File: config.mk
export PLATFORM = sky130hd
export DESIGN_NAME = rbts_fifo
export DESIGN_NICKNAME = d
export VERILOG_FILES = /design/src/sv/rbts_pkg.sv /design/src/sv/rbts_fifo.sv
export SDC_FILE = /design/constraint.sdc
export NUM_CORES = 1
export LEC_CHECK = 0
export BUFFER_PORTS_ARGS = -buffer_cell sky130_fd_sc_hd__buf_2
export CORE_UTILIZATION = 25
export CTS_CLUSTER_SIZE = 10
export DETAILED_ROUTE_END_ITERATION = 7
export GPL_TIMING_DRIVEN = 0
export SYNTH_ARGS = -nofsm -noshare
export SYNTH_HDL_FRONTEND = slang
export SYNTH_SLANG_ARGS = --single-unit
File: constraint.sdc
create_clock -name clk_i -period 8.3 [get_ports clk_i]
set_input_delay 0.83 -clock clk_i [delete_from_list [all_inputs] [get_ports clk_i]]
set_output_delay 0.83 -clock clk_i [all_outputs]
set_load 0.1 [all_outputs]
File: src/sv/rbts_pkg.sv
// rbts_pkg: shared widths, reset values, codes and types of the rolling band trade signal.
// No dependencies; every other file of the block refers to it by scoped names.
package rbts_pkg;

  localparam int unsigned PriceW    = 24;
  localparam int unsigned WinW      = 7;
  localparam int unsigned MaxPosW   = 8;
  localparam int unsigned MultW     = 12;
  localparam int unsigned PosW      = 9;
  localparam int unsigned CashW     = 48;
  localparam int unsigned SumW      = 31;
  localparam int unsigned SqSumW    = 55;
  localparam int unsigned RingDepth = 64;
  localparam int unsigned AddrW     = $clog2(RingDepth);
  localparam int unsigned CfgIdxW   = 2;
  localparam int unsigned CfgDataW  = 12;
  localparam int unsigned QueueDepth = 2;

  localparam logic [WinW-1:0]    WindowLenRst = 7'd20;
  localparam logic [MaxPosW-1:0] MaxPosRst    = 8'd5;
  localparam logic [MultW-1:0]   BandMultRst  = 12'd512;

  typedef enum logic [CfgIdxW-1:0] {
    CfgWindowLen   = 2'd0,
    CfgMaxPosition = 2'd1,
    CfgBandMult    = 2'd2
  } cfg_idx_e;

  typedef enum logic [1:0] {
    ActHold = 2'd0,
    ActBuy  = 2'd1,
    ActSell = 2'd2
  } action_e;

  typedef enum logic [1:0] {
    F_IDLE,
    F_OLD,
    F_NEW,
    F_PUSH
  } front_state_e;

  typedef enum logic [3:0] {
    B_IDLE,
    B_DIFF,
    B_DD,
    B_SS,
    B_NQL,
    B_NQH,
    B_BB,
    B_VL,
    B_VH,
    B_CMP,
    B_TRADE,
    B_MARK,
    B_OUT
  } back_state_e;

  // one classified sample as handed from the window front end to the decision back end
  typedef struct packed {
    logic [PriceW-1:0] price;
    logic [SumW-1:0]   sum;
    logic [SqSumW-1:0] sq_sum;
    logic [WinW-1:0]   n;
    logic              warm;
  } item_t;

endpackage

File: src/sv/rbts_fifo.sv
// rbts_fifo: short register queue of window items between front and back end.
// Depends on rbts_pkg for the item type and the queue depth.
module rbts_fifo (
  input  logic            clk_i,
  input  logic            rst_ni,
  input  logic            push_i,
  input  rbts_pkg::item_t data_i,
  output logic            full_o,
  input  logic            pop_i,
  output logic            empty_o,
  output rbts_pkg::item_t data_o
);

  localparam int unsigned PtrW = (rbts_pkg::QueueDepth > 1) ? $clog2(rbts_pkg::QueueDepth) : 1;
  localparam int unsigned CntW = $clog2(rbts_pkg::QueueDepth + 1);

  rbts_pkg::item_t entry_q [rbts_pkg::QueueDepth];
  logic [PtrW-1:0] wr_ptr_q, wr_ptr_d;
  logic [PtrW-1:0] rd_ptr_q, rd_ptr_d;
  logic [CntW-1:0] count_q, count_d;
  logic            do_push, do_pop;

  assign full_o  = (count_q == CntW'(rbts_pkg::QueueDepth));
  assign empty_o = (count_q == '0);
  assign do_push = push_i && !full_o;
  assign do_pop  = pop_i && !empty_o;
  assign data_o  = entry_q[rd_ptr_q];

  always_comb begin
    wr_ptr_d = wr_ptr_q;
    rd_ptr_d = rd_ptr_q;
    count_d  = count_q;
    if (do_push) begin
      wr_ptr_d = (wr_ptr_q == PtrW'(rbts_pkg::QueueDepth - 1)) ? '0 : wr_ptr_q + 1'b1;
    end
    if (do_pop) begin
      rd_ptr_d = (rd_ptr_q == PtrW'(rbts_pkg::QueueDepth - 1)) ? '0 : rd_ptr_q + 1'b1;
    end
    if (do_push && !do_pop) begin
      count_d = count_q + 1'b1;
    end else if (do_pop && !do_push) begin
      count_d = count_q - 1'b1;
    end
  end

  always_ff @(posedge clk_i or negedge rst_ni) begin
    if (!rst_ni) begin
      wr_ptr_q <= '0;
      rd_ptr_q <= '0;
      count_q  <= '0;
    end else begin
      wr_ptr_q <= wr_ptr_d;
      rd_ptr_q <= rd_ptr_d;
      count_q  <= count_d;
    end
  end

  always_ff @(posedge clk_i) begin
    if (do_push) begin
      entry_q[wr_ptr_q] <= data_i;
    end
  end

endmodule

== Word-level counts from Yosys, hierarchy flattened ==
Memory sizes are Yosys's and may differ from the RTL's.
Cells that the tools add are included.
W data, S select, Z words.

* Register bits: 4
* RAM bits: 236
* Memories kept: 1

* $add $sub $neg: 4
* Eq/ne operators: 1
* Multiplexer cells: 6
* Reductions and logical operators: 10

{| class="wikitable"
|+ Memory list
! name !! depth !! bits a word !! rd ports !! clocked after Yosys merged registers in !! write ports !! RTL line !! text
|-
| entry_q || 2 || 118 || 1 || 0 || 1 || rbts_fifo.sv:17 || <nowiki>rbts_pkg::item_t entry_q [rbts_pkg::QueueDepth];</nowiki>
|}

{| class="wikitable"
|+ Operators with widths
! kind !! count
|-
| $logic_and A1 B1 Y1 || 4
|-
| $logic_not A1 Y1 || 4
|-
| $mux W1 || 4
|-
| $mux W2 || 2
|-
| $add A1 B1 Y1 const B || 2
|-
| $add A2 B1 Y2 const B || 1
|-
| $eq A2 B2 Y1 const B || 1
|-
| $logic_not A2 Y1 || 1
|-
| $reduce_bool A2 Y1 || 1
|-
| $sub A2 B1 Y2 const B || 1
|}

== Depth between registers and ports, before layout ==
Gate-level depths: netlist of the first run.

* Word-level depth: 7
* Gate-level depth with buffers: 7
* Depth with buffers taken out: 7

== Worst setup path before layout of the first run ==
No wires, ideal clock.

* Path type: input port to flip-flop
* Start point: input push_i
* End point: memory entry_q[0][0] in the netlist's numbering, enable pin
* Library setup time: 0.596 ns
* Arrival time: 5.825 ns
* Data required time: 7.704 ns
* Slack: 1.879 ns
* Stages: 2
* Cells stage by stage: nand2_1 -> nor2_1

* Cells in the longest elaborated chain, start to end: 3

{| class="wikitable"
|+ RTL lines
! item !! RTL line !! text
|-
| from (decl) || rbts_fifo.sv:6 || <nowiki>input logic push_i,</nowiki>
|-
| $logic_and A1 B1 Y1 || rbts_fifo.sv:25 || <nowiki>assign do_push = push_i && !full_o;</nowiki>
|-
| $mux W1 || rbts_fifo.sv:59 || <nowiki>if (do_push) begin</nowiki>
|-
| $mux W1 (implied by the code) || rbts_fifo.sv:60 || <nowiki>entry_q[wr_ptr_q] <= data_i;</nowiki>
|-
| to (decl) || rbts_fifo.sv:17 ||
|}

No other way between the ends.

==> results of run 1 <==
## worst max path at each step
| stage | endpoint | slack, ps | depth (start not counted) |
|---|---|---|---|
| floorplan | entry_q[0][0] | 1880 | 2 |
| global placement | entry_q[0][4] | -1690 | 3 |
| detailed placement | entry_q[0][4] | 5800 | 5 |
| CTS | data_o[93] | 5410 | 4 |
| global route | data_o[87] | 5400 | 4 |
| finish | data_o[88] | 5510 | 4 |
## kinds of logic after synthesis
logic type | count (synthesis) | share of synthesized area [%]
buffers and inverters | 15 | 1.72
AND/OR/NAND/NOR | 6 | 0.314
flip-flops | 240 | 82.1
multiplexers | 118 | 15.2
AO/OA/AOI/OAI | 1 | 0.0571
XOR/XNOR | 5 | 0.500
adder cells (fa/ha/maj) | 1 | 0.143
## cell usage after synthesis (all sizes together)
cell	number	area, um^2
xnor2	3	26.3
xor2	2	17.5
o21ai	1	5.00
buf	13	143
inv	2	7.51
dfrtp	4	100
nand2	1	3.75
mux2	118	1330
nor2	3	11.3
edfxtp	236	7090
and3	1	6.26
nand2b	1	6.26
ha	1	12.5
## stage by stage
stage	hold WS (ps)	utilization, %	instances	area [um^2]	worst slack [ps]
finish	92.6	33.4	1141	11500	5510
floorplan	461	-	386	8750	1880
detailed placement	510	31.0	1088	10700	5800
global placement	484	30.6	1082	10500	-1690
global route	64.4	33.4	1141	11500	5400
CTS	53.6	33.4	1140	11500	5410
## metal layers
| metal | GRT usage [%] | vias up | wire length [um] |
|---|---|---|---|
| met1 | 11.3 | 2236 | 7070 |
| li1 | - | 2098 | - |
| met5 | 0 | - | 27 |
| met3 | 3.34 | 47 | 1420 |
| met4 | 3.63 | 4 | 531 |
| met2 | 17.0 | 152 | 9070 |
## final cells by class
| type | count | area, um^2 | area share, % |
|---|---|---|---|
| inverters | 2 | 7.51 | 0.0653 |
| clock inverters | 2 | 10.0 | 0.0870 |
| plain buffers | 13 | 143 | 1.24 |
| clock buffers | 50 | 805 | 6.99 |
| flip-flops and latches | 240 | 7190 | 62.5 |
| well taps | 455 | 569 | 4.95 |
| diodes | 1 | 2.50 | 0.0218 |
| multi-input cells | 131 | 1430 | 12.4 |
| repair buffers | 247 | 1350 | 11.7 |
## flip-flops by register name, summed over array words and instances (netlist names)
register,flops
count_q,2
entry_q,236
rd_ptr_q,1
wr_ptr_q,1
==> key figures, run 1 <==
Worst setup path
  – Critical path's largest stage delay: 360 ps
  – Worst setup EP type: output port
  – CP delay by family, top: buffers and inverters
  – Critical setup path kind: flip-flop to output port
  – CP Max Fanout: 10
  – Crit path buf inv count: 3
  – Crit start category: flip-flop
  – FF-to-FF Start: count_q[0]
  – WP data required: 7470 ps
  – Cells along the critical path: buf_6, buf_6, mux2_2, buf_2
  – R2r endpoint: entry_q[0][0]
  – Slowest-stage cell, CP: dfrtp_1
  – Path depth of the worst reg2reg path: 5
  – Critical Path Source: rd_ptr_q
  – CP most frequent cell: buf_6
  – Arr. time, crit path: 1960 ps
  – R2R Setup Slk: 6170 ps

Global route
  – Vias in the first global route: 4829
  – GRT Residual Overflow: 0
  – Gr usage total: 9.85%
  – Initial antenna violation count: 3
  – Global-route wire length before repair: 27.2 mm
  – Pin count of the biggest net entering global routing: 57

Floorplanning
  – Initial Util: 25.4%
  – Die X: 189 um
  – Rows: 68
  – Total die area: 35800 um^2
  – Core ar.: 34500 um^2
  – Die Ht: 189 um
  – IO Pins: 242

Yosys
  – Seq cells post-synth: 240
  – Post-Syn Area: 8750 um^2
  – Syn_nets: 509
  – Sequential-to-total area share from yosys stat: 82.1%
  – YS warnings: 0
  – Average size of a mapped cell: 22.7 um^2
  – Synth cell types: 14
  – Synth Instances: 386

STA
  – Worst-margin pin slew: 671 ps
  – Final min period: 2790 ps
  – Slew HR: 55.2%
  – Max Slew Vio Count: 0
  – RSZ-0062 raised after global routing: no
  – Final hold violations: 0
  – Fmax achieved: 359 MHz
  – Setup TNS Final: 0 ps
  – # setup viols final: 0
  – Period Utilization, post-route: 33.6%
  – Worst Skew: 8.80 ps

Route
  – Vias per cell: 3.98
  – Drt wl/cell: 15.9 um
  – Routed wire length: 18.1 mm
  – Vias: 4537
  – DR DRC count: 0
  – Initial drt markers: 201
  – Final ANT Viol Nets: 0
  – First-pass DRT Iterations: 4

Layout
  – Most common cell after layout, fill and taps aside: buf_2
  – Final nets: 786
  – Most frequent cells in the layout: 241 x buf_2, 236 x edfxtp_1, 118 x mux2_2
  – Area delta synth->final: 31.4%
  – Share of cells above drive strength 1: 60.0%
  – Filler cells: 3364

Clock network
  – CTS Buffer Depth: 3
  – Worst skew pair latency: 530 ps
  – H-tree levels: 1
  – CTS resizes: 0
  – CTS tree: yes
  – Number of buffers created by CTS: 28
  – # Post-CTS Setup Buffers: 0
  – Clock root cell: clkbuf_16
  – CTS clk-pin slew, worst paths: 60 ps
  – Clk sinks: 240
  – CTS Hold Bufs: 0

Placed design
  – Final GP Congestion: 0.671
  – HPWL Detailed: 12.2 mm
  – Port Buffer Count: 241

Run status
  – Status: finished, final reports clean

Run
  – Max-cap violations: 0

Worst hold path
  – Worst hold path class: primary input to asynchronous set/reset pin
Power of run 1 is not shown: default switching activity piles up to over one toggle a cycle in this logic, so the estimate is an artifact.
==> run 2, diff against run 1 <==
==> constraint.sdc (replaced) <==
create_clock -name clk_i -period 2.88 [get_ports clk_i]
set_input_delay 0.288 -clock clk_i [delete_from_list [all_inputs] [get_ports clk_i]]
set_output_delay 0.288 -clock clk_i [all_outputs]
set_load 0.1 [all_outputs]
==> run 2 against run 1 <==
Effect of this change:
- wire length is 3.5% higher
- worst hold slack improved by 1.1 ps
- critical path depth up 1
- cell count grew 9.2%
- via count up 9.2%
- flip-flop and latch count stayed put
- first-iteration DRC count decreased by 29%
- global-route usage up 0.45 points
- count of clock-buffer cells in the layout fell by 18
- die area unchanged
==> key figures, run 2 (same netlist as run 1, synthesis figures left out) <==
Run status
  – Status: finished, final reports clean

Floorplanning
  – Die Ht: 189 um (unchanged)
  – Die X: 189 um (unchanged)
  – Initial Util: 25.4% (unchanged)
  – Total die area: 35800 um^2 (unchanged)
  – Rows: 68 (unchanged)
  – IO Pins: 242 (unchanged)
  – Core ar.: 34500 um^2 (unchanged)

Layout
  – Top reg by flops: entry_q
  – Area delta synth->final: 44.3%
  – Cell area after layout: 12600 um^2 (+9.8%)
  – Post-route insts no fill: 1246 (+9.2%)
  – Biggest registers after layout: entry_q (236), count_q (2)
  – Most frequent cells in the layout: 241 x buf_2, 236 x edfxtp_1, 119 x dlygate4sd3_1
  – Area of the multi-input gates: 1430 um^2 (unchanged)
  – Storage cell area: 7190 um^2 (unchanged)
  – Final nets: 906 (+15%)
  – Largest register FFs: 236 (unchanged)
  – Most common cell after layout, fill and taps aside: buf_2
  – Share of cells above drive strength 1: 52.0% (-8.0 points)
  – Filler cells: 3317 (-1.4%)

Global route
  – Vias in the first global route: 5469 (+13%)
  – Global-route wire length before repair: 28.7 mm (+5.3%)
  – GRT Residual Overflow: 0 (unchanged)
  – Pin count of the biggest net entering global routing: 47 (-18%)
  – Gr usage total: 10.3% (+0.45 points)
  – Initial antenna violation count: 1 (-2)

STA
  – Worst Skew: 11.1 ps (+2.27 ps)
  – Worst-margin pin slew: 854 ps (+184 ps)
  – Fmax achieved: 439 MHz
  – Period Utilization, post-route: 79.0%
  – Setup TNS Final: 0 ps (unchanged)
  – Fin worst setup slack: 604 ps (-4910 ps)
  – Max Slew Vio Count: 0 (unchanged)
  – RSZ-0062 raised after global routing: no
  – # setup viols final: 0 (unchanged)
  – Final hold violations: 0 (unchanged)
  – Final min period: 2280 ps
  – Slew HR: 42.9% (-12 points)

Clock network
  – CTS resizes: 0 (unchanged)
  – Number of buffers created by CTS: 29 (+3.6%)
  – CTS clk-pin slew, worst paths: 50 ps (about the same)
  – # Post-CTS Setup Buffers: 0 (unchanged)
  – H-tree levels: 1 (unchanged)
  – CTS tree: yes
  – CTS Buffer Depth: 3 (unchanged)
  – CTS Hold Bufs: 119 (+119)
  – Clk sinks: 240 (unchanged)
  – Clock root cell: clkbuf_16
  – Worst skew pair latency: 540 ps (about the same)

Worst setup path
  – Path depth of the worst reg2reg path: 5 (unchanged)
  – CP Max Fanout: 29 (+19)
  – Crit start category: flip-flop
  – Critical setup path kind: flip-flop to flip-flop
  – WP data required: 3110 ps (-4360 ps)
  – Arr. time, crit path: 2500 ps (+540 ps)
  – Worst setup EP type: flip-flop

Route
  – DR DRC count: 0 (unchanged)
  – First-pass DRT Iterations: 4 (unchanged)
  – Routed wire length: 18.8 mm (+3.5%)
  – Drt wl/cell: 15.1 um (-5.2%)
  – Initial drt markers: 142 (-29%)
  – Vias per cell: 3.98 (about the same)
  – Final ANT Viol Nets: 0 (unchanged)
  – Vias: 4955 (+9.2%)

Placed design
  – HPWL Detailed: 12.3 mm (+0.34%)
  – Dpl ws: 587 ps (-5210 ps)
  – Port Buffer Count: 241 (unchanged)
  – Final GP Congestion: 0.701 (+4.5%)
  – Post-DP Area: 10700 um^2 (-0.14%)
  – Cell count after placement: 1088 (unchanged)

Worst hold path
  – Worst hold path class: primary input to asynchronous set/reset pin

Run
  – Max-cap violations: 0 (unchanged)
## run 2: cell count changes in the layout (fill, tap and decap cells not counted), sizes merged
cell / delta
clkinv: +4
clkbuf: -18
dlygate4sd3: +119
## run 2: worst max-delay path, stage by stage, from the launching register on
cell and delay, ps:
dfrtp_1 420, nand2b_1 180, nand2_1 140, nor2_4 670, buf_12 280, buf_12 220
## run 2: cell type report
cell class | count | share of cell area, %
clock buffer | 32 | 5.84
clock inverter | 6 | 0.228
timing repair buffer | 366 | 20.0
buffer | 13 | 1.13
tap | 455 | 4.51
sequential | 240 | 56.9
multi-input combinational | 131 | 11.3
inverter | 2 | 0.0594
antenna | 1 | 0.0198
## run 2: final timing paths
kind | start | endpoint | slack (ps)
min reg2reg | count_q[1] | count_q[1] | 510
max reg2reg | count_q[0] | entry_q[0][49] | 600
max | count_q[0] | entry_q[0][49] | 600
min in group clk_i | pop_i | rd_ptr_q | 110
max in group asynchronous | rst_ni | count_q[0] | 2660
min | rst_ni | wr_ptr_q | 90
## run 2: through the flow
stage	hold slack, ps	utilization, %
after floorplan	-7.59	-
after detailed placement	102	31.0
final	93.7	36.7
after CTS	61.4	36.6
after global routing	81.4	36.7
after global placement	97.8	30.6
## run 2: metal layers
metal	part of all wire, %	global-route usage (%)	up-vias
li1	-	-	2332
met1	39	11.4	2420
met2	50	18.3	165
met3	7.7	3.35	38
met4	2.9	4.03	0
met5	0	0	-
Power of run 2 is left out for the same reason.
