## config.mk

```make
export PLATFORM = sky130hd
export DESIGN_NAME = rbts_front
export DESIGN_NICKNAME = d
export VERILOG_FILES = /design/src/sv/rbts_pkg.sv /design/src/sv/rbts_front.sv
export SDC_FILE = /design/constraint.sdc
export NUM_CORES = 2
export LEC_CHECK = 0
export ABC_AREA = 1
export BUFFER_PORTS_ARGS = -buffer_cell sky130_fd_sc_hd__buf_4
export CAP_MARGIN = 10
export CELL_PAD_IN_SITES_DETAIL_PLACEMENT = 0
export CELL_PAD_IN_SITES_GLOBAL_PLACEMENT = 2
export CORE_AREA = 3 3 508 510
export CTS_CLUSTER_SIZE = 10
export DETAILED_ROUTE_END_ITERATION = 10
export DIE_AREA = 0 0 511 513
export GPL_ROUTABILITY_DRIVEN = 0
export GPL_TIMING_DRIVEN = 1
export HOLD_SLACK_MARGIN = 0.15
export PLACE_DENSITY_LB_ADDON = 0.1
export SKIP_CTS_REPAIR_TIMING = 1
export SYNTH_ARGS = -nofsm -noshare
export SYNTH_HDL_FRONTEND = slang
export SYNTH_SLANG_ARGS = --single-unit
```

## constraint.sdc

```tcl
create_clock -name clk_i -period 10.88 [get_ports clk_i]
set_input_delay 1.088 -clock clk_i [delete_from_list [all_inputs] [get_ports clk_i]]
set_output_delay 1.088 -clock clk_i [all_outputs]
set_load 0.005 [all_outputs]
```

## src/sv/rbts_pkg.sv

```systemverilog
// rbts_pkg: shared widths, reset values, codes and types of the rolling band trade signal.
// No dependencies; every other file of the block refers to it by scoped names.
package rbts_pkg;

  localparam int unsigned PriceW    = 24;
  localparam int unsigned WinW      = 7;
  localparam int unsigned MaxPosW   = 8;
  localparam int unsigned MultW     = 12;
  localparam int unsigned PosW      = 9;
  localparam int unsigned CashW     = 48;
  localparam int unsigned SumW      = 31;
  localparam int unsigned SqSumW    = 55;
  localparam int unsigned RingDepth = 64;
  localparam int unsigned AddrW     = $clog2(RingDepth);
  localparam int unsigned CfgIdxW   = 2;
  localparam int unsigned CfgDataW  = 12;
  localparam int unsigned QueueDepth = 2;

  localparam logic [WinW-1:0]    WindowLenRst = 7'd20;
  localparam logic [MaxPosW-1:0] MaxPosRst    = 8'd5;
  localparam logic [MultW-1:0]   BandMultRst  = 12'd512;

  typedef enum logic [CfgIdxW-1:0] {
    CfgWindowLen   = 2'd0,
    CfgMaxPosition = 2'd1,
    CfgBandMult    = 2'd2
  } cfg_idx_e;

  typedef enum logic [1:0] {
    ActHold = 2'd0,
    ActBuy  = 2'd1,
    ActSell = 2'd2
  } action_e;

  typedef enum logic [1:0] {
    F_IDLE,
    F_OLD,
    F_NEW,
    F_PUSH
  } front_state_e;

  typedef enum logic [3:0] {
    B_IDLE,
    B_DIFF,
    B_DD,
    B_SS,
    B_NQL,
    B_NQH,
    B_BB,
    B_VL,
    B_VH,
    B_CMP,
    B_TRADE,
    B_MARK,
    B_OUT
  } back_state_e;

  // one classified sample as handed from the window front end to the decision back end
  typedef struct packed {
    logic [PriceW-1:0] price;
    logic [SumW-1:0]   sum;
    logic [SqSumW-1:0] sq_sum;
    logic [WinW-1:0]   n;
    logic              warm;
  } item_t;

endpackage

```

## src/sv/rbts_front.sv

```systemverilog
// rbts_front: accepts price samples, keeps the price ring and the running sum and
// sum of squares, and queues each sample with its window figures. Depends on rbts_pkg.
module rbts_front (
  input  logic                          clk_i,
  input  logic                          rst_ni,
  input  logic                          in_valid_i,
  output logic                          in_stall_o,
  input  logic [rbts_pkg::PriceW-1:0]   price_i,
  input  logic [rbts_pkg::WinW-1:0]     window_len_i,
  input  logic                          restart_i,
  output logic                          q_push_o,
  input  logic                          q_full_i,
  output rbts_pkg::item_t               q_data_o
);

  rbts_pkg::front_state_e state_q, state_d;

  logic [rbts_pkg::PriceW-1:0] ring_q [rbts_pkg::RingDepth];
  logic [rbts_pkg::PriceW-1:0] rd_q;
  logic [rbts_pkg::AddrW-1:0]  head_q;
  logic [rbts_pkg::AddrW-1:0]  rd_addr;
  logic [rbts_pkg::WinW-1:0]   seen_q;
  logic [rbts_pkg::SumW-1:0]   sum_q;
  logic [rbts_pkg::SqSumW-1:0] sq_sum_q;
  logic [rbts_pkg::SqSumW-1:0] sq_q;
  logic [rbts_pkg::SqSumW-1:0] sq_sum_new;
  logic [rbts_pkg::PriceW-1:0] price_q;
  logic                        warm_q;
  logic [rbts_pkg::SumW-1:0]   old_term;
  logic [2*rbts_pkg::PriceW-1:0] old_sq;
  logic [2*rbts_pkg::PriceW-1:0] new_sq;
  logic                        accept;

  // entry leaving the window sits n places behind the head
  assign rd_addr    = head_q - window_len_i[rbts_pkg::AddrW-1:0];
  assign accept     = in_valid_i && (state_q == rbts_pkg::F_IDLE);
  assign in_stall_o = (state_q != rbts_pkg::F_IDLE);
  assign old_term   = warm_q ? {{(rbts_pkg::SumW - rbts_pkg::PriceW){1'b0}}, rd_q} : '0;
  assign old_sq     = rd_q * rd_q;
  assign new_sq     = price_q * price_q;
  assign sq_sum_new = sq_sum_q + sq_q;

  assign q_data_o.price  = price_q;
  assign q_data_o.sum    = sum_q;
  assign q_data_o.sq_sum = sq_sum_new;
  assign q_data_o.n      = window_len_i;
  assign q_data_o.warm   = warm_q;

  always_comb begin
    state_d  = state_q;
    q_push_o = 1'b0;
    unique case (state_q)
      rbts_pkg::F_IDLE: begin
        if (accept) begin
          state_d = rbts_pkg::F_OLD;
        end
      end
      rbts_pkg::F_OLD: begin
        state_d = rbts_pkg::F_NEW;
      end
      rbts_pkg::F_NEW: begin
        state_d = rbts_pkg::F_PUSH;
      end
      rbts_pkg::F_PUSH: begin
        if (!q_full_i) begin
          q_push_o = 1'b1;
          state_d  = rbts_pkg::F_IDLE;
        end
      end
      default: begin
        state_d = rbts_pkg::F_IDLE;
      end
    endcase
  end

  always_ff @(posedge clk_i or negedge rst_ni) begin
    if (!rst_ni) begin
      state_q <= rbts_pkg::F_IDLE;
    end else begin
      state_q <= state_d;
    end
  end

  always_ff @(posedge clk_i or negedge rst_ni) begin
    if (!rst_ni) begin
      head_q   <= '0;
      seen_q   <= '0;
      sum_q    <= '0;
      sq_sum_q <= '0;
    end else if (restart_i) begin
      seen_q   <= '0;
      sum_q    <= '0;
      sq_sum_q <= '0;
    end else begin
      if (accept) begin
        head_q <= head_q + 1'b1;
        if (seen_q < rbts_pkg::WinW'(rbts_pkg::RingDepth)) begin
          seen_q <= seen_q + 1'b1;
        end
      end
      unique case (state_q)
        rbts_pkg::F_OLD: begin
          sum_q <= sum_q - old_term + {{(rbts_pkg::SumW - rbts_pkg::PriceW){1'b0}}, price_q};
        end
        rbts_pkg::F_NEW: begin
          sq_sum_q <= sq_sum_q - sq_q;
        end
        rbts_pkg::F_PUSH: begin
          if (q_push_o) begin
            sq_sum_q <= sq_sum_new;
          end
        end
        default: ;
      endcase
    end
  end

  always_ff @(posedge clk_i) begin
    if (accept) begin
      price_q <= price_i;
      warm_q  <= (seen_q >= window_len_i);
    end
    unique case (state_q)
      rbts_pkg::F_OLD: begin
        sq_q <= warm_q ? {{(rbts_pkg::SqSumW - 2*rbts_pkg::PriceW){1'b0}}, old_sq} : '0;
      end
      rbts_pkg::F_NEW: begin
        sq_q <= {{(rbts_pkg::SqSumW - 2*rbts_pkg::PriceW){1'b0}}, new_sq};
      end
      default: ;
    endcase
  end

  // read-first ring: with a full-depth window the leaving entry is the one overwritten
  always_ff @(posedge clk_i) begin
    if (accept) begin
      ring_q[head_q] <= price_i;
      rd_q           <= ring_q[rd_addr];
    end
  end

endmodule

```

* Yosys cells after proc, flatten, opt, wreduce, memory -nomap -nowiden
Memories as Yosys holds them, arrays and structs flattened. A register that Yosys moved wholly into a read port is not among the register bits.
Index checks and enable logic that the tools add are counted.
** Cells by class
- Bitwise gates (word level) :: 1
- Muxes and demuxes :: 18
- $lt $le $gt $ge :: 2
- $add $sub $neg :: 7
- Reduce and logical (&&, ||, !) cells :: 12
- Equality and inequality tests :: 6
- $mul :: 2
** Operator list (count)
- $pmux 55 s2 :: 2
- $mux 55 :: 2
- $mul 24x24->48 :: 2
- $mux 31 :: 2
- $add 55x55->55 :: 1
- $sub 55x55->55 :: 1
- $mux 48 :: 1
- $add 31x24->31 :: 1
- $sub 31x24->31 :: 1
- $mux 24 :: 1
- $mux 7 :: 3
- $reduce_bool 2->1 :: 5
- $pmux 2 s4 :: 1
- $reduce_and 2->1 :: 4
- $add 7x1->7 const B :: 1
- $ge 7x7->1 :: 1
- $lt 7x7->1 const B :: 1
- $add 6x1->6 const B :: 1
- $sub 6x6->6 :: 1
- $eq 2x2->1 const B :: 2
- $mux 1 :: 4
- $mux 2 :: 2
- $ne 2x2->1 const B :: 2
- $ne 3x3->1 const B :: 1
- other kinds (5) :: 5
** Storage, ports and cells
- Word-level logic and storage cells :: 57
- Memories :: 1
- RAM bits :: 1536
- Register bits :: 181
- Output and inout port bits :: 120
** Memory list
- ring_q :: depth 64, width 24, rd ports 1, clocked after memory_dff 1, wr ports 1, RTL line rbts_front.sv:18 : logic [rbts_pkg::PriceW-1:0] ring_q [rbts_pkg::RingDepth];

* Logic depth before layout (Yosys ltp)
- Word-level depth :: 5
- Gate-level depth with buffers :: 31

* Worst setup path after synthesis
Ideal clock, no wire load.
- Kind :: register to register
- From :: reg price_q[21] in the netlist's numbering
- To :: reg sq_q[45] in the netlist's numbering (data pin)
- Arrival time :: 6.061 ns
- Library setup time :: 0.260 ns
- Buffers on the path :: 2
- Setup slack :: 4.558 ns
- Period minus slack after synthesis :: 6.322 ns
- Stages on the path, launching flop included :: 30
- Cells stage by stage :: edfxtp_1 clkbuf_1 clkbuf_1 nand2_1 fa_1 inv_1 fa_1 inv_1 fa_1 inv_1 fa_1 inv_1 fa_1 inv_1 fa_1 inv_1 fa_1 inv_1 ha_1 nand2_1 nor2_1 inv_1 nor2_1 inv_1 nor4_1 nand3_1 nand3_1 nand2_1 nand3_1 o21ai_0
** Between the ends
- Longest elaborated chain between the ends :: 2
** RTL lines
- start: declaration :: RTL line rbts_front.sv:27 : logic [rbts_pkg::PriceW-1:0] price_q;
- start signal: assignment :: RTL line rbts_front.sv:120 : price_q <= price_i;
- $mul 24x24->48 :: RTL line rbts_front.sv:40 : assign new_sq = price_q * price_q;
- $pmux 55 s2 :: RTL line rbts_front.sv:123 : unique case (state_q)
- end signal: assignment :: RTL line rbts_front.sv:125 : sq_q <= warm_q ? {{(rbts_pkg::SqSumW - 2*rbts_pkg::PriceW){1'b0}}, old_sq} : '0;
- end signal: assignment :: RTL line rbts_front.sv:128 : sq_q <= {{(rbts_pkg::SqSumW - 2*rbts_pkg::PriceW){1'b0}}, new_sq};
- end: declaration :: RTL line rbts_front.sv:25 : logic [rbts_pkg::SqSumW-1:0] sq_q;
Every way passes these cells. The select of a mux whose other input is x is not followed.
A chain may end at the register's enable or synchronous reset.

* Worst setup path after layout
- From :: reg rd_q[16] in the netlist's numbering, read port of ring_q
- To :: reg sq_q[17] in the netlist's numbering (data pin)
** Between the ends
- Longest elaborated chain between the ends :: 3
** RTL lines
- start: declaration :: RTL line rbts_front.sv:19 : logic [rbts_pkg::PriceW-1:0] rd_q;
- $mul 24x24->48 :: RTL line rbts_front.sv:39 : assign old_sq = rd_q * rd_q;
- $mux 48 :: RTL line rbts_front.sv:125
- $pmux 55 s2 :: RTL line rbts_front.sv:123
Every way passes these cells. The select of a mux whose other input is x is not followed.

==> impl_metrics.env <==
export IMPL_status="complete, no violations"
export IMPL_row_count=185
export IMPL_critPathCaptureType="register"
export IMPL_clk_latency_ns=0.90
export IMPL_post_route_min_period_ns=8.06
export IMPL_path_delay_family="adder cells"
export IMPL_maxCapViolations=0
export IMPL_cts_tree="yes"
export IMPL_synthCells=11932
export IMPL_io_buffer_count=155
export IMPL_cp_max_fo=18
export IMPL_grt_pass1_vias=85320
export IMPL_path_cells="buf_4 > nand2_1 > fa_1 > inv_1 > fa_1 > inv_1 > fa_1 > inv_1 > fa_1 > inv_1 > fa_1 > inv_1 > fa_1 > inv_1 > fa_1 > inv_1 > ha_1 > nand2_1 > nor2_1 > inv_1 > o21ai_0 > a31oi_1 > xor2_1 > o21ai_0"
export IMPL_drc=0
export IMPL_hold_start="sq_sum_q[15]"
export IMPL_ys_ff_latch=1733
export IMPL_numCtsBuffers=202
export IMPL_fmax_ghz=0.124
export IMPL_die_h_um=513
export IMPL_antenna_left=0
export IMPL_startpoint_type="register"
export IMPL_avgRoutedWirePerCell_um=25.2
export IMPL_fin_nets=13340
export IMPL_syn_nets=13334
export IMPL_synthesis_area_sq_um=114000
export IMPL_slowest_delay_ns=1.03
export IMPL_critPathKind="reg -> reg"
export IMPL_via_count=84576
export IMPL_wirelength_mm=387
export IMPL_cts_htree_levels=4
export IMPL_mostFrequentLayoutCells="2153 x inv_1, 2075 x nand2_1, 1632 x edfxtp_1"
export IMPL_min_to="sq_sum_q[15]"
export IMPL_hold_viol=0
export IMPL_grt_usage_pct=29.3
export IMPL_synth_avg_cell_area_sq_um=9.55
export IMPL_r2r_slack_ns=2.82
export IMPL_hp_class="reg -> reg"
export IMPL_layout_commonest_cell="inv_1"
export IMPL_clockBufferDepth=3
export IMPL_path_clk_slew_ns=0.06
export IMPL_clock_sinks=1733
export IMPL_ys_types=51
export IMPL_drive_above_1_share_pct=5.52
export IMPL_reg2reg_depth=24
export IMPL_grt_pass1_wl_mm=568
export IMPL_cpMostUsedCell="inv_1"
export IMPL_dr_pass1_iters=6
export IMPL_fin_crit_sh_pct=74.1
export IMPL_viasPerCell=5.50
export IMPL_crit_slowest_cell="edfxtp_1"
export IMPL_path_buf_inv=9
export IMPL_first_iter_violations=7196
export IMPL_final_setup_skew_ns=0.120
export IMPL_dieArea_sq_um=262000
export IMPL_hpwl_mm=267
export IMPL_cts_root_buffer="clkbuf_16"
export IMPL_synthArstFlopShare_pct=5.83
export IMPL_min_path_cells=2
export IMPL_grt_max_degree=217
export IMPL_overflow=0
export IMPL_synth_edf_count=1632
export IMPL_yosysSeqAreaShare_pct=45.2
export IMPL_crit_required_ns=11.47
export IMPL_start_util_pct=44.9
export IMPL_arrival_ns=8.65
export IMPL_antenna_found_initial=10
export IMPL_io_pins=156
export IMPL_synth_flop_cell="edfxtp_1"
export IMPL_rsz0062_at_grt="no"
export IMPL_r2r_end="sq_q[17]"
export IMPL_worstMarginPinSlew_ns=1.22
export IMPL_reg2reg_from="rd_q[16]"
export IMPL_yosysWarnings=0
export IMPL_relSlewSlack_pct=18.7
export IMPL_areaGrowthSynthToFinish_pct=9.54
export IMPL_core_area_sq_um=254000
export IMPL_drv_slew=0
export IMPL_die_w_um=511
export IMPL_finalSetupViolCount=0
export IMPL_setup_tns_ns=0
## synthesized netlist by cell type (4+ instances only)
cell type / number / area, sq um
a211oi_1: 4 / 30.0
a21boi_0: 11 / 82.6
a21o_1: 17 / 128
a21oi_1: 366 / 1830
a22o_1: 4 / 35.0
a31oi_1: 31 / 194
and3_1: 7 / 43.8
buf_1: 20 / 75.1
buf_2: 145 / 726
buf_4: 25 / 188
clkbuf_1: 336 / 1260
dfrtp_1: 101 / 2530
edfxtp_1: 1632 / 49000
fa_1: 870 / 17400
ha_1: 496 / 6210
inv_1: 2155 / 8090
inv_2: 5 / 18.8
nand2_1: 2075 / 7790
nand3_1: 441 / 2210
nand3b_1: 21 / 158
nand4_1: 55 / 344
nor2_1: 1374 / 5160
nor2_2: 4 / 25.0
nor3_1: 46 / 230
nor4_1: 9 / 56.3
o211ai_1: 128 / 961
o21a_1: 21 / 158
o21ai_0: 977 / 4890
o21ai_1: 88 / 440
o21bai_1: 34 / 255
o221ai_1: 165 / 1450
o22ai_1: 153 / 957
or2_2: 10 / 62.6
xnor2_1: 27 / 236
xor2_1: 56 / 490
## per-layer routing
| layer | part of all wire, % | wire length (um) | vias up | GRT usage [%] |
|---|---|---|---|---|
| li1 | - | - | 38854 | - |
| met1 | 40 | 155000 | 42551 | 36.6 |
| met3 | 5.4 | 20900 | 569 | 3.57 |
| met5 | 0.0075 | 29 | - | 0 |
| met2 | 49 | 189000 | 2598 | 50.2 |
| met4 | 5.7 | 21900 | 4 | 14.3 |
## through the flow
step	instances	setup slack, ns	utilization [%]	hold slack [ns]	instance area (sq um)
after global routing	15382	2.61	49.1	0.549	125000
after floorplan	11932	4.56	-	0.480	114000
after global placement	15098	3.00	46.7	0.504	119000
after CTS	15379	2.98	49.1	0.0180	125000
after detailed placement	15098	2.99	46.7	0.509	119000
final	15389	2.82	49.1	0.526	125000
## worst max-delay path by stage
stage,from,endpoint,slack (ns),cells past startpoint
floorplan,price_q[21],sq_q[45],4.56,29
global placement,rd_q[10],sq_q[31],3.00,22
detailed placement,rd_q[10],sq_q[31],2.99,22
CTS,rd_q[16],sq_q[17],2.98,24
global route,rd_q[16],sq_q[17],2.61,24
finish,rd_q[16],sq_q[17],2.82,24
## cell type report
class	instances	area [sq um]
clock inverter	41	837
tap	3366	4210
timing repair buffer	332	2610
inverter	2161	8140
multi-input combinational	7508	52200
clock buffer	240	5200
sequential	1733	51500
fill	23616	129000
antenna	8	20.0
## sequential cells by signal, summed over array words and instances (netlist names)
signal    cells
rd_q         24
sq_q         47
warm_q        1
head_q        6
ring_q     1536
sum_q        31
seen_q        7
sq_sum_q     55
state_q       2
price_q      24
## logic make-up (layout without fill, tap and decap cells)
kind of cell | Yosys count | after routing | share of synthesized area [%]
xor gates and xnor gates | 84 | 84 | 0.652
adders and majority gates | 1366 | 1366 | 20.7
AOI/OAI and AO/OA | 2008 | 2008 | 10.1
buffers and inverters | 2691 | 2774 | 9.13
and+or+nand+nor | 4050 | 4050 | 14.2
other | 0 | 8 | 0
DFF | 1733 | 1733 | 45.2
## tightest hold or removal path, stage by stage (launching register included)
cell     delay, ns
dfrtp_1       0.37
nand2_1       0.06
nand2_1       0.06
Power is left out: the tool's default activity adds up to more than one toggle a clock period on the data nets, which glitch-free logic cannot reach.
