==> src/sv/rbts_pkg.sv <==
// rbts_pkg: shared widths, reset values, codes and types of the rolling band trade signal.
// No dependencies; every other file of the block refers to it by scoped names.
package rbts_pkg;

  localparam int unsigned PriceW    = 24;
  localparam int unsigned WinW      = 7;
  localparam int unsigned MaxPosW   = 8;
  localparam int unsigned MultW     = 12;
  localparam int unsigned PosW      = 9;
  localparam int unsigned CashW     = 48;
  localparam int unsigned SumW      = 31;
  localparam int unsigned SqSumW    = 55;
  localparam int unsigned RingDepth = 64;
  localparam int unsigned AddrW     = $clog2(RingDepth);
  localparam int unsigned CfgIdxW   = 2;
  localparam int unsigned CfgDataW  = 12;
  localparam int unsigned QueueDepth = 2;

  localparam logic [WinW-1:0]    WindowLenRst = 7'd20;
  localparam logic [MaxPosW-1:0] MaxPosRst    = 8'd5;
  localparam logic [MultW-1:0]   BandMultRst  = 12'd512;

  typedef enum logic [CfgIdxW-1:0] {
    CfgWindowLen   = 2'd0,
    CfgMaxPosition = 2'd1,
    CfgBandMult    = 2'd2
  } cfg_idx_e;

  typedef enum logic [1:0] {
    ActHold = 2'd0,
    ActBuy  = 2'd1,
    ActSell = 2'd2
  } action_e;

  typedef enum logic [1:0] {
    F_IDLE,
    F_OLD,
    F_NEW,
    F_PUSH
  } front_state_e;

  typedef enum logic [3:0] {
    B_IDLE,
    B_DIFF,
    B_DD,
    B_SS,
    B_NQL,
    B_NQH,
    B_BB,
    B_VL,
    B_VH,
    B_CMP,
    B_TRADE,
    B_MARK,
    B_OUT
  } back_state_e;

  // one classified sample as handed from the window front end to the decision back end
  typedef struct packed {
    logic [PriceW-1:0] price;
    logic [SumW-1:0]   sum;
    logic [SqSumW-1:0] sq_sum;
    logic [WinW-1:0]   n;
    logic              warm;
  } item_t;

endpackage

==> src/sv/rbts_back.sv <==
// rbts_back: band test on one shared 32x32 multiplier, trade decision, holding, cash,
// mark-to-market and the result register. Depends on rbts_pkg.
module rbts_back (
  input  logic                          clk_i,
  input  logic                          rst_ni,
  input  logic [rbts_pkg::MaxPosW-1:0]  max_position_i,
  input  logic [rbts_pkg::MultW-1:0]    band_mult_i,
  input  rbts_pkg::item_t               q_data_i,
  input  logic                          q_empty_i,
  output logic                          q_pop_o,
  output logic                          out_valid_o,
  input  logic                          out_stall_i,
  output logic [1:0]                    action_o,
  output logic signed [rbts_pkg::PosW-1:0]  position_o,
  output logic signed [rbts_pkg::CashW-1:0] cashflow_o,
  output logic signed [rbts_pkg::CashW-1:0] marked_value_o,
  output logic                          warmed_up_o
);

  localparam int unsigned CmpW  = 85;
  localparam int unsigned MarkW = rbts_pkg::PosW + rbts_pkg::PriceW + 1;
  localparam logic [rbts_pkg::CashW-1:0] CashMax = {1'b0, {(rbts_pkg::CashW-1){1'b1}}};
  localparam logic [rbts_pkg::CashW-1:0] CashMin = {1'b1, {(rbts_pkg::CashW-1){1'b0}}};

  function automatic logic [rbts_pkg::CashW-1:0] sat_cash(logic [rbts_pkg::CashW:0] v);
    logic [rbts_pkg::CashW-1:0] r;
    if (v[rbts_pkg::CashW] != v[rbts_pkg::CashW-1]) begin
      r = v[rbts_pkg::CashW] ? CashMin : CashMax;
    end else begin
      r = v[rbts_pkg::CashW-1:0];
    end
    return r;
  endfunction

  rbts_pkg::back_state_e state_q, state_d;

  logic [rbts_pkg::PriceW-1:0] price_q;
  logic [rbts_pkg::SumW-1:0]   sum_q;
  logic [rbts_pkg::SqSumW-1:0] sq_sum_q;
  logic [rbts_pkg::WinW-1:0]   n_q;
  logic                        warm_q;
  logic [31:0]                 d_q;
  logic [31:0]                 d_mag;
  logic [rbts_pkg::SumW-1:0]   np;
  logic [31:0]                 mul_a, mul_b;
  logic [63:0]                 mul_p, prod_q;
  logic [CmpW-1:0]             lhs_q, rhs_q;
  logic [63:0]                 var_q;
  logic [23:0]                 bm2_q;
  logic                        outside_q;
  rbts_pkg::action_e           action_q;
  logic signed [rbts_pkg::PosW-1:0] hold_q;
  logic signed [rbts_pkg::PosW-1:0] pos_max, neg_max;
  logic [rbts_pkg::CashW-1:0]  cash_q;
  logic signed [MarkW-1:0]     mark_q;
  logic [rbts_pkg::CashW:0]    cash_buy, cash_sell, mark_sum;
  logic                        buy, sell, load_out;

  rbts_pkg::action_e           act_out_q;
  logic signed [rbts_pkg::PosW-1:0]  pos_out_q;
  logic [rbts_pkg::CashW-1:0]  cash_out_q;
  logic [rbts_pkg::CashW-1:0]  mv_out_q;
  logic                        warm_out_q;
  logic                        out_valid_q;

  assign np      = {{(rbts_pkg::SumW - rbts_pkg::WinW){1'b0}}, n_q}
                 * {{(rbts_pkg::SumW - rbts_pkg::PriceW){1'b0}}, price_q};
  assign d_mag   = d_q[31] ? (32'd0 - d_q) : d_q;
  assign mul_p   = mul_a * mul_b;
  assign pos_max = $signed({1'b0, max_position_i});
  assign neg_max = $signed(9'd0 - {1'b0, max_position_i});
  assign buy     = !d_q[31] && (d_q != '0) && outside_q && (hold_q < pos_max);
  assign sell    = d_q[31] && outside_q && (hold_q > neg_max);

  assign cash_buy  = {cash_q[rbts_pkg::CashW-1], cash_q}
                   - {{(rbts_pkg::CashW + 1 - rbts_pkg::PriceW){1'b0}}, price_q};
  assign cash_sell = {cash_q[rbts_pkg::CashW-1], cash_q}
                   + {{(rbts_pkg::CashW + 1 - rbts_pkg::PriceW){1'b0}}, price_q};
  assign mark_sum  = {cash_q[rbts_pkg::CashW-1], cash_q}
                   + {{(rbts_pkg::CashW + 1 - MarkW){mark_q[MarkW-1]}}, mark_q};

  // sequencer: DD-VH load the shared multiplier, SS-CMP fold in the prior product
  always_comb begin
    state_d  = state_q;
    q_pop_o  = 1'b0;
    load_out = 1'b0;
    mul_a    = '0;
    mul_b    = '0;
    unique case (state_q)
      rbts_pkg::B_IDLE: begin
        if (!q_empty_i) begin
          q_pop_o = 1'b1;
          state_d = q_data_i.warm ? rbts_pkg::B_DIFF : rbts_pkg::B_MARK;
        end
      end
      rbts_pkg::B_DIFF: begin
        state_d = rbts_pkg::B_DD;
      end
      rbts_pkg::B_DD: begin
        mul_a   = d_mag;
        mul_b   = d_mag;
        state_d = rbts_pkg::B_SS;
      end
      rbts_pkg::B_SS: begin
        mul_a   = {1'b0, sum_q};
        mul_b   = {1'b0, sum_q};
        state_d = rbts_pkg::B_NQL;
      end
      rbts_pkg::B_NQL: begin
        mul_a   = {25'd0, n_q};
        mul_b   = sq_sum_q[31:0];
        state_d = rbts_pkg::B_NQH;
      end
      rbts_pkg::B_NQH: begin
        mul_a   = {25'd0, n_q};
        mul_b   = {9'd0, sq_sum_q[54:32]};
        state_d = rbts_pkg::B_BB;
      end
      rbts_pkg::B_BB: begin
        mul_a   = {20'd0, band_mult_i};
        mul_b   = {20'd0, band_mult_i};
        state_d = rbts_pkg::B_VL;
      end
      rbts_pkg::B_VL: begin
        mul_a   = var_q[31:0];
        mul_b   = {8'd0, prod_q[23:0]};
        state_d = rbts_pkg::B_VH;
      end
      rbts_pkg::B_VH: begin
        mul_a   = {3'd0, var_q[60:32]};
        mul_b   = {8'd0, bm2_q};
        state_d = rbts_pkg::B_CMP;
      end
      rbts_pkg::B_CMP: begin
        state_d = rbts_pkg::B_TRADE;
      end
      rbts_pkg::B_TRADE: begin
        state_d = rbts_pkg::B_MARK;
      end
      rbts_pkg::B_MARK: begin
        state_d = rbts_pkg::B_OUT;
      end
      rbts_pkg::B_OUT: begin
        if (!out_valid_q || !out_stall_i) begin
          load_out = 1'b1;
          state_d  = rbts_pkg::B_IDLE;
        end
      end
      default: begin
        state_d = rbts_pkg::B_IDLE;
      end
    endcase
  end

  always_ff @(posedge clk_i or negedge rst_ni) begin
    if (!rst_ni) begin
      state_q <= rbts_pkg::B_IDLE;
    end else begin
      state_q <= state_d;
    end
  end

  always_ff @(posedge clk_i or negedge rst_ni) begin
    if (!rst_ni) begin
      hold_q      <= '0;
      cash_q      <= '0;
      out_valid_q <= 1'b0;
    end else begin
      if ((state_q == rbts_pkg::B_TRADE) && buy) begin
        hold_q <= hold_q + 9'sd1;
        cash_q <= sat_cash(cash_buy);
      end else if ((state_q == rbts_pkg::B_TRADE) && sell) begin
        hold_q <= hold_q - 9'sd1;
        cash_q <= sat_cash(cash_sell);
      end
      if (load_out) begin
        out_valid_q <= 1'b1;
      end else if (!out_stall_i) begin
        out_valid_q <= 1'b0;
      end
    end
  end

  always_ff @(posedge clk_i) begin
    prod_q <= mul_p;
    if (q_pop_o) begin
      price_q  <= q_data_i.price;
      sum_q    <= q_data_i.sum;
      sq_sum_q <= q_data_i.sq_sum;
      n_q      <= q_data_i.n;
      warm_q   <= q_data_i.warm;
      action_q <= rbts_pkg::ActHold;
    end
    unique case (state_q)
      rbts_pkg::B_DIFF: begin
        d_q <= {1'b0, np} - {1'b0, sum_q};
      end
      rbts_pkg::B_SS: begin
        lhs_q <= {5'd0, prod_q, 16'd0};
      end
      rbts_pkg::B_NQL: begin
        var_q <= 64'd0 - prod_q;
      end
      rbts_pkg::B_NQH: begin
        var_q <= var_q + prod_q;
      end
      rbts_pkg::B_BB: begin
        var_q <= var_q + {prod_q[31:0], 32'd0};
      end
      rbts_pkg::B_VL: begin
        bm2_q <= prod_q[23:0];
      end
      rbts_pkg::B_VH: begin
        rhs_q <= {21'd0, prod_q};
      end
      rbts_pkg::B_CMP: begin
        // high partial of the variance times band_mult squared stays below 2^53
        outside_q <= lhs_q > (rhs_q + {prod_q[52:0], 32'd0});
      end
      rbts_pkg::B_TRADE: begin
        if (buy) begin
          action_q <= rbts_pkg::ActBuy;
        end else if (sell) begin
          action_q <= rbts_pkg::ActSell;
        end
      end
      rbts_pkg::B_MARK: begin
        mark_q <= hold_q * $signed({1'b0, price_q});
      end
      rbts_pkg::B_OUT: begin
        if (load_out) begin
          act_out_q  <= action_q;
          pos_out_q  <= hold_q;
          cash_out_q <= cash_q;
          mv_out_q   <= sat_cash(mark_sum);
          warm_out_q <= warm_q;
        end
      end
      default: ;
    endcase
  end

  assign out_valid_o    = out_valid_q;
  assign action_o       = act_out_q;
  assign position_o     = pos_out_q;
  assign cashflow_o     = cash_out_q;
  assign marked_value_o = mv_out_q;
  assign warmed_up_o    = warm_out_q;

endmodule

==> config.mk <==
export PLATFORM = sky130hd
export DESIGN_NAME = rbts_back
export DESIGN_NICKNAME = d
export VERILOG_FILES = /design/src/sv/rbts_pkg.sv /design/src/sv/rbts_back.sv
export SDC_FILE = /design/constraint.sdc
export NUM_CORES = 2
export LEC_CHECK = 0
export ABC_AREA = 1
export BUFFER_PORTS_ARGS = -buffer_cell sky130_fd_sc_hd__buf_2
export CAP_MARGIN = 30
export CORE_MARGIN = 10
export CORE_UTILIZATION = 45
export DETAILED_ROUTE_END_ITERATION = 10
export GPL_ROUTABILITY_DRIVEN = 0
export PLACE_DENSITY_LB_ADDON = 0.3
export SLEW_MARGIN = 40
export SYNTH_ARGS = -nofsm -noshare
export SYNTH_HDL_FRONTEND = slang
export SYNTH_SLANG_ARGS = --single-unit
==> constraint.sdc <==
create_clock -name clk_i -period 10.2 [get_ports clk_i]
set_clock_uncertainty 0.15 [all_clocks]
set_input_delay 0.51 -clock clk_i [delete_from_list [all_inputs] [get_ports clk_i]]
set_output_delay 0.51 -clock clk_i [all_outputs]
set_load 0.02 [all_outputs]
# ---- After elaboration in Yosys (flattened, before gate mapping)
# Index checks and enable logic that the tools add are counted.
dict set report totals {
  regBits 637
  latch_bits 0
  mem_bits_rw 0
  rom_bits 0
  inputBits 142
  output_inout_bits 110
  word_cells 105
  memories 0
}
dict set report classes {
  n_addsub 12
  multipliers 3
  n_div 0
  order_cmp 3
  eq_ne 18
  shifts 0
  n_mux 28
  bitwise 0
  reduce_logical 18
}
# op n
set ops {}
lappend ops {{48-bit 2-to-1 mux} 8}
lappend ops {{32-bit case mux with 7 select lines} 1}
lappend ops {{32-bit case mux with 6 select lines} 1}
lappend ops {{64-bit case mux with 3 select lines} 1}
lappend ops {{64-bit adder} 2}
lappend ops {{64-bit by 85-bit adder with 85-bit output} 1}
lappend ops {{80-bit by 85-bit > comparator with 1-bit output} 1}
lappend ops {{32-bit by 32-bit multiplier with 64-bit output} 1}
lappend ops {{1-bit by 64-bit subtractor with 64-bit output, first input constant} 1}
lappend ops {{4-bit case mux with 13 select lines} 1}
lappend ops {{48-bit by 25-bit adder with 49-bit output} 1}
lappend ops {{48-bit by 34-bit adder with 49-bit output} 1}
lappend ops {{48-bit by 25-bit subtractor with 49-bit output} 1}
lappend ops {{9-bit by 25-bit multiplier with 34-bit output} 1}
lappend ops {{32-bit 2-to-1 mux} 1}
lappend ops {{32-bit nonzero test} 1}
lappend ops {{1-bit by 32-bit subtractor with 32-bit output, first input constant} 1}
lappend ops {{31-bit by 31-bit subtractor with 32-bit output} 1}
lappend ops {{7-bit by 24-bit multiplier with 31-bit output} 1}
lappend ops {{4-bit == test, second input constant} 5}
lappend ops {{9-bit 2-to-1 mux} 2}
lappend ops {{4-bit by 3-bit == test with 1-bit output, second input constant} 4}
lappend ops {{4-bit 2-to-1 mux} 3}
lappend ops {{9-bit by 2-bit adder with 9-bit output, second input constant} 1}
lappend ops {{other kinds (19)} 40}

# ---- Logic depth before layout (Yosys ltp)
dict set report depth {
  word_depth 6
  ltp_mapped 43
  depth_no_buf 42
}

# ---- Worst setup path after synthesis
# OpenSTA, ideal clock, no wires.
dict set report synth_timing {
  kind {register to register}
  startpoint {register state_q[2]}
  endpoint {register prod_q[54]}
  setup_time_ps 112
  arrival_ps 8391
  path_slack_ps 1547
  stages_incl_launch_ff 31
  n_path_buf 1
  synth_period_minus_slack_ps 8653
  path_cell_list {dfrtp_1 -> inv_2 -> nor2_2 -> inv_2 -> nor2_1 -> a221oi_1 -> nand2_1 -> clkbuf_1 -> nand2_1 -> fa_1 -> inv_1 -> fa_1 -> inv_1 -> fa_1 -> inv_1 -> fa_1 -> fa_1 -> fa_1 -> fa_1 -> inv_1 -> fa_1 -> inv_1 -> ha_1 -> a21oi_1 -> o21ai_0 -> a21boi_0 -> o21ai_0 -> a221oi_1 -> nand2_1 -> nand2_1 -> nand2_1}
}
dict set report synth_via {
  elab_chain_len 4
  elab_cells_between_ends 11
}
# element line_no
set synth_rtl {}
lappend synth_rtl {{from (decl)} rbts_back.sv:35} ;# rbts_pkg::back_state_e state_q, state_d;
lappend synth_rtl {{from (signal assigned)} rbts_back.sv:157} ;# state_q <= rbts_pkg::B_IDLE;
lappend synth_rtl {{from (signal assigned)} rbts_back.sv:159} ;# state_q <= state_d;
lappend synth_rtl {{4-bit by 3-bit == test with 1-bit output} rbts_back.sv:89} ;# unique case (state_q)
lappend synth_rtl {{2-bit OR reduction (no line)} -}
lappend synth_rtl {{32-bit case mux with 6 select lines} rbts_back.sv:89}
lappend synth_rtl {{32-bit by 32-bit multiplier with 64-bit output *} rbts_back.sv:69} ;# assign mul_p = mul_a * mul_b;
lappend synth_rtl {{net mul_p[54]} rbts_back.sv:46} ;# logic [63:0] mul_p, prod_q;
lappend synth_rtl {{to (signal assigned)} rbts_back.sv:185} ;# prod_q <= mul_p;
lappend synth_rtl {{to (decl)} rbts_back.sv:46}
# Mark *: on every way through the listed nets, which the timed path passes. The rest lies on a longest branch.
# A chain may end at the register's enable or synchronous reset.

# ---- Worst setup path in the final report
dict set report layout_timing {
  startpoint {register state_q[2]}
  endpoint {register prod_q[57]}
}
# The elaborated chain is that of the path after synthesis.

==> results by group <==
Status
  • Outcome: finished clean

Floorplan
  • Chip height: about 470 um
  • Chip Width: 472 um
  • Starting Density: a little under half
  • # rows: 165
  • Die area: 223000 sq um
  • Core Region: between 200000 and 250000 sq um
  • I/O pins: between 200 and 300

CTS
  • Postcts setup bufs: 0
  • CTS Buf Count: 77
  • Clock buffer depth: 3
  • Root buffer cell: clkbuf_16
  • Sink Count: approximately 630
  • H-tree depth: 3
  • Clk_lat worst skew: ~0.75 ns
  • Clk slew on worst S/H paths: around 0.060 ns
  • CTS tree: built

STA
  • Worst slew pin tran: a little over 1 ns
  • Final Max Slew Viols: 0
  • Final hold violation count: 0
  • Setup TNS: 0 ns
  • Final setup fails: 0
  • Final worst path period share: 96.5%
  • Post-layout min period: ~9.8 ns
  • Unrepaired setup endpoints after global routing: false
  • Rel. slew slack: around 33%
  • Max Freq: just over 100 MHz

Critical path
  • CP Capture Type: flip-flop
  • CP max stage delay: roughly 0.55 ns
  • Kind of critical path: flip-flop to flip-flop
  • WP data arrival: 10.33 ns
  • Buffers plus inverters on the worst setup path: 10
  • CP Max Fanout: 17
  • CP top delay family: adder cells
  • Crit path required time: around 11 ns
  • Critical path depth: 33
  • R2R depth: 33
  • CP Launch Type: flip-flop
  • Slowest CP cell: fa_1

Yosys
  • Synth Instances: around 12000
  • Post-Syn Area: about 90000 sq um
  • Avg Cell Area, Syn: roughly 7.8 sq um
  • Synth Flop Type: edfxtp_1
  • Sequential share of the synthesized area: approximately a fifth
  • FFs w/ async S/R, synth: about a tenth
  • Yosys cell types: just over 70
  • Synth Warn #: 0
  • EDFF count, synth: a little over 500
  • Synthesis-stage register bit count: between 600 and 700

Flow run
  • Max_cap viols: 0

Worst hold path
  • Worst Hold Class: primary input to flip-flop
  • Hold path cells: 3

Global routing
  • GRT overflow: 0
  • First-pass GRT wire length: between 500000 and 600000 um
  • Number of global-route vias before repair: 83000
  • Largest net degree at the start of global routing: 70
  • Initial antenna violation count: between 40 and 50
  • All-Layer GR Usage: 30.1%

Drt
  • WL final: between 300000 and 400000 um
  • Iteration-0 DRC count of the detailed router: 9828
  • Wire per inst: roughly 23 um
  • DRC: 0
  • Vias per cell: around 5.6
  • Via count: 83700
  • Drt pass-1 iters: 9
  • Remaining antenna violation count after routing: 0

Finish
  • Layout cells sized above 1: approximately 6.4%
  • Synthesis-to-finish area growth: 9.37%
  • Nets: 14200
  • # fillers: about 19000

Placement
  • Detailed Place HPWL: about 270000 um
  • Port Buffers: ~250
-- logic make-up (layout without fill, tap and decap cells) --
group,after synthesis,count (layout),share of synthesized area [%]
simple gates,4621,4621,20.8
compound gates,1312,1312,8.02
buf+inv,3047,3395,12.9
fa+ha+maj,1905,1905,35.7
other cells,2,39,0.00817
xor+xnor,309,309,2.94
flops,634,634,19.6
-- timing repair --
item / 4_1_cts / 5_1_grt
gates resized for setup: 0 / 1
endpoints found under the hold margin: 180 / 0
endpoints found under the setup margin: 0 / 1
hold buffers: 119 / 0
-- synthesized netlist by cell type, types with 7 or more instances --
cell type,n,area [sq um]
a21boi_0,23,173
a21o_1,44,330
a21oi_1,562,2810
a221oi_1,23,201
a22o_1,24,210
a31oi_1,56,350
and2_1,8,50.1
buf_2,198,991
buf_4,38,285
buf_6,7,78.8
clkbuf_1,124,465
dfrtp_1,62,1550
dfxtp_1,66,1320
edfxtp_1,506,15200
fa_1,1197,24000
ha_1,708,8860
inv_1,2622,9840
inv_2,47,176
nand2_1,2968,11100
nand2_2,14,87.6
nand3_1,420,2100
nand3_2,8,80.1
nand3b_1,25,188
nand4_1,112,701
nor2_1,803,3010
nor2_2,20,125
nor2_4,11,124
nor3_1,111,556
nor3_2,12,120
nor4_1,48,300
o2111ai_1,7,61.3
o211ai_1,29,218
o21a_1,24,180
o21ai_0,398,1990
o21ai_1,37,185
o21bai_1,49,368
o22ai_1,11,68.8
or2_2,29,181
xnor2_1,94,823
xor2_1,215,1880
-- per-stage QoR --
| step | setup WS [ns] | instances | utilization, % | hold slack (ns) | cell area [sq um] |
|---|---|---|---|---|---|
| 3_3_place_gp | 0.720 | 14600 | 47.5 | 0.256 | 96300 |
| 6_report | 0.355 | 14900 | 49.6 | 0.0924 | 101000 |
| 5_1_grt | 0.0388 | 14900 | 49.6 | 0.107 | 101000 |
| 3_5_place_dp | 0.538 | 14600 | 47.6 | 0.269 | 96600 |
| 4_1_cts | 0.493 | 14900 | 49.5 | 0.00384 | 100000 |
| 2_1_floorplan | 1.55 | 11800 | - | 0.0644 | 92000 |
-- cell usage in the layout, fill, tap and decap left out, types with 111 or more instances in the layout --
master	count
dlygate4sd3_1	119
o21ai_0	396
edfxtp_1	506
xor2_1	215
buf_4	182
nand3_1	417
inv_1	2618
ha_1	708
nor2_1	794
buf_2	253
fa_1	1197
nor3_1	111
nand4_1	112
nand2_1	2968
a21oi_1	562
-- state kept, by name (all words and copies together), names as in the netlist, 2 cells and up --
register / count
action_o: 2
action_q: 2
bm2_q: 24
cash_q: 48
cashflow_o: 48
d_q: 32
hold_q: 9
lhs_q: 64
mark_q: 34
marked_value_o: 48
n_q: 7
position_o: 9
price_q: 24
prod_q: 64
rhs_q: 64
sq_sum_q: 55
state_q: 4
sum_q: 31
var_q: 61
-- worst reg2reg max path, delay by kind of cell (launching register included) --
kind / cells / cell delay (ns)
AOI/OAI and AO/OA: 4 / 1.52
xor gates and xnor gates: 1 / 0.18
adders and majority gates: 9 / 3.96
buffers and inverters: 10 / 1.30
DFF: 1 / 0.44
and+or+nand+nor: 9 / 2.22
-- layer usage --
metal,vias to the layer above,track usage (%),wire [um]
met2,5189,44.9,145000
li1,37000,-,-
met5,-,0,222
met1,40100,37.2,126000
met4,26,20.3,29100
met3,1320,9.79,44100
-- layout make-up --
| type | count | area [sq um] | area share [%] |
|---|---|---|---|
| clock buffers | 84 | 2000 | 1.98 |
| flip-flops and latches | 634 | 18100 | 18.0 |
| repair buffers | 580 | 4220 | 4.20 |
| diodes | 24 | 60.1 | 0.0597 |
| well taps | 2672 | 3340 | 3.32 |
| multi-input cells | 8162 | 62200 | 61.9 |
| inverters | 2674 | 10000 | 9.98 |
| clock inverters | 57 | 622 | 0.618 |
-- path summary, 6_finish.rpt --
| check | to | slack [ns] | startpoint |
|---|---|---|---|
| min | out_valid_o$_DFFE_PN0P_ | 0.09 | out_stall_i |
| min in group asynchronous | cash_q[34]$_DFFE_PN0P_ | 0.20 | rst_ni |
| max in group asynchronous | hold_q[0]$_DFFE_PN0P_ | 9.18 | rst_ni |
| max | prod_q[57]$_DFF_P_ | 0.35 | state_q[2]$_DFFE_PN0P_ |
| max reg2reg | prod_q[57]$_DFF_P_ | 0.35 | state_q[2]$_DFFE_PN0P_ |
| min reg2reg | warmed_up_o$_DFFE_PP_ | 0.30 | warm_q$_DFFE_PP_ |
Power is not shown: default switching activity piles up to over one toggle a cycle in this logic, so the estimate is an artifact.
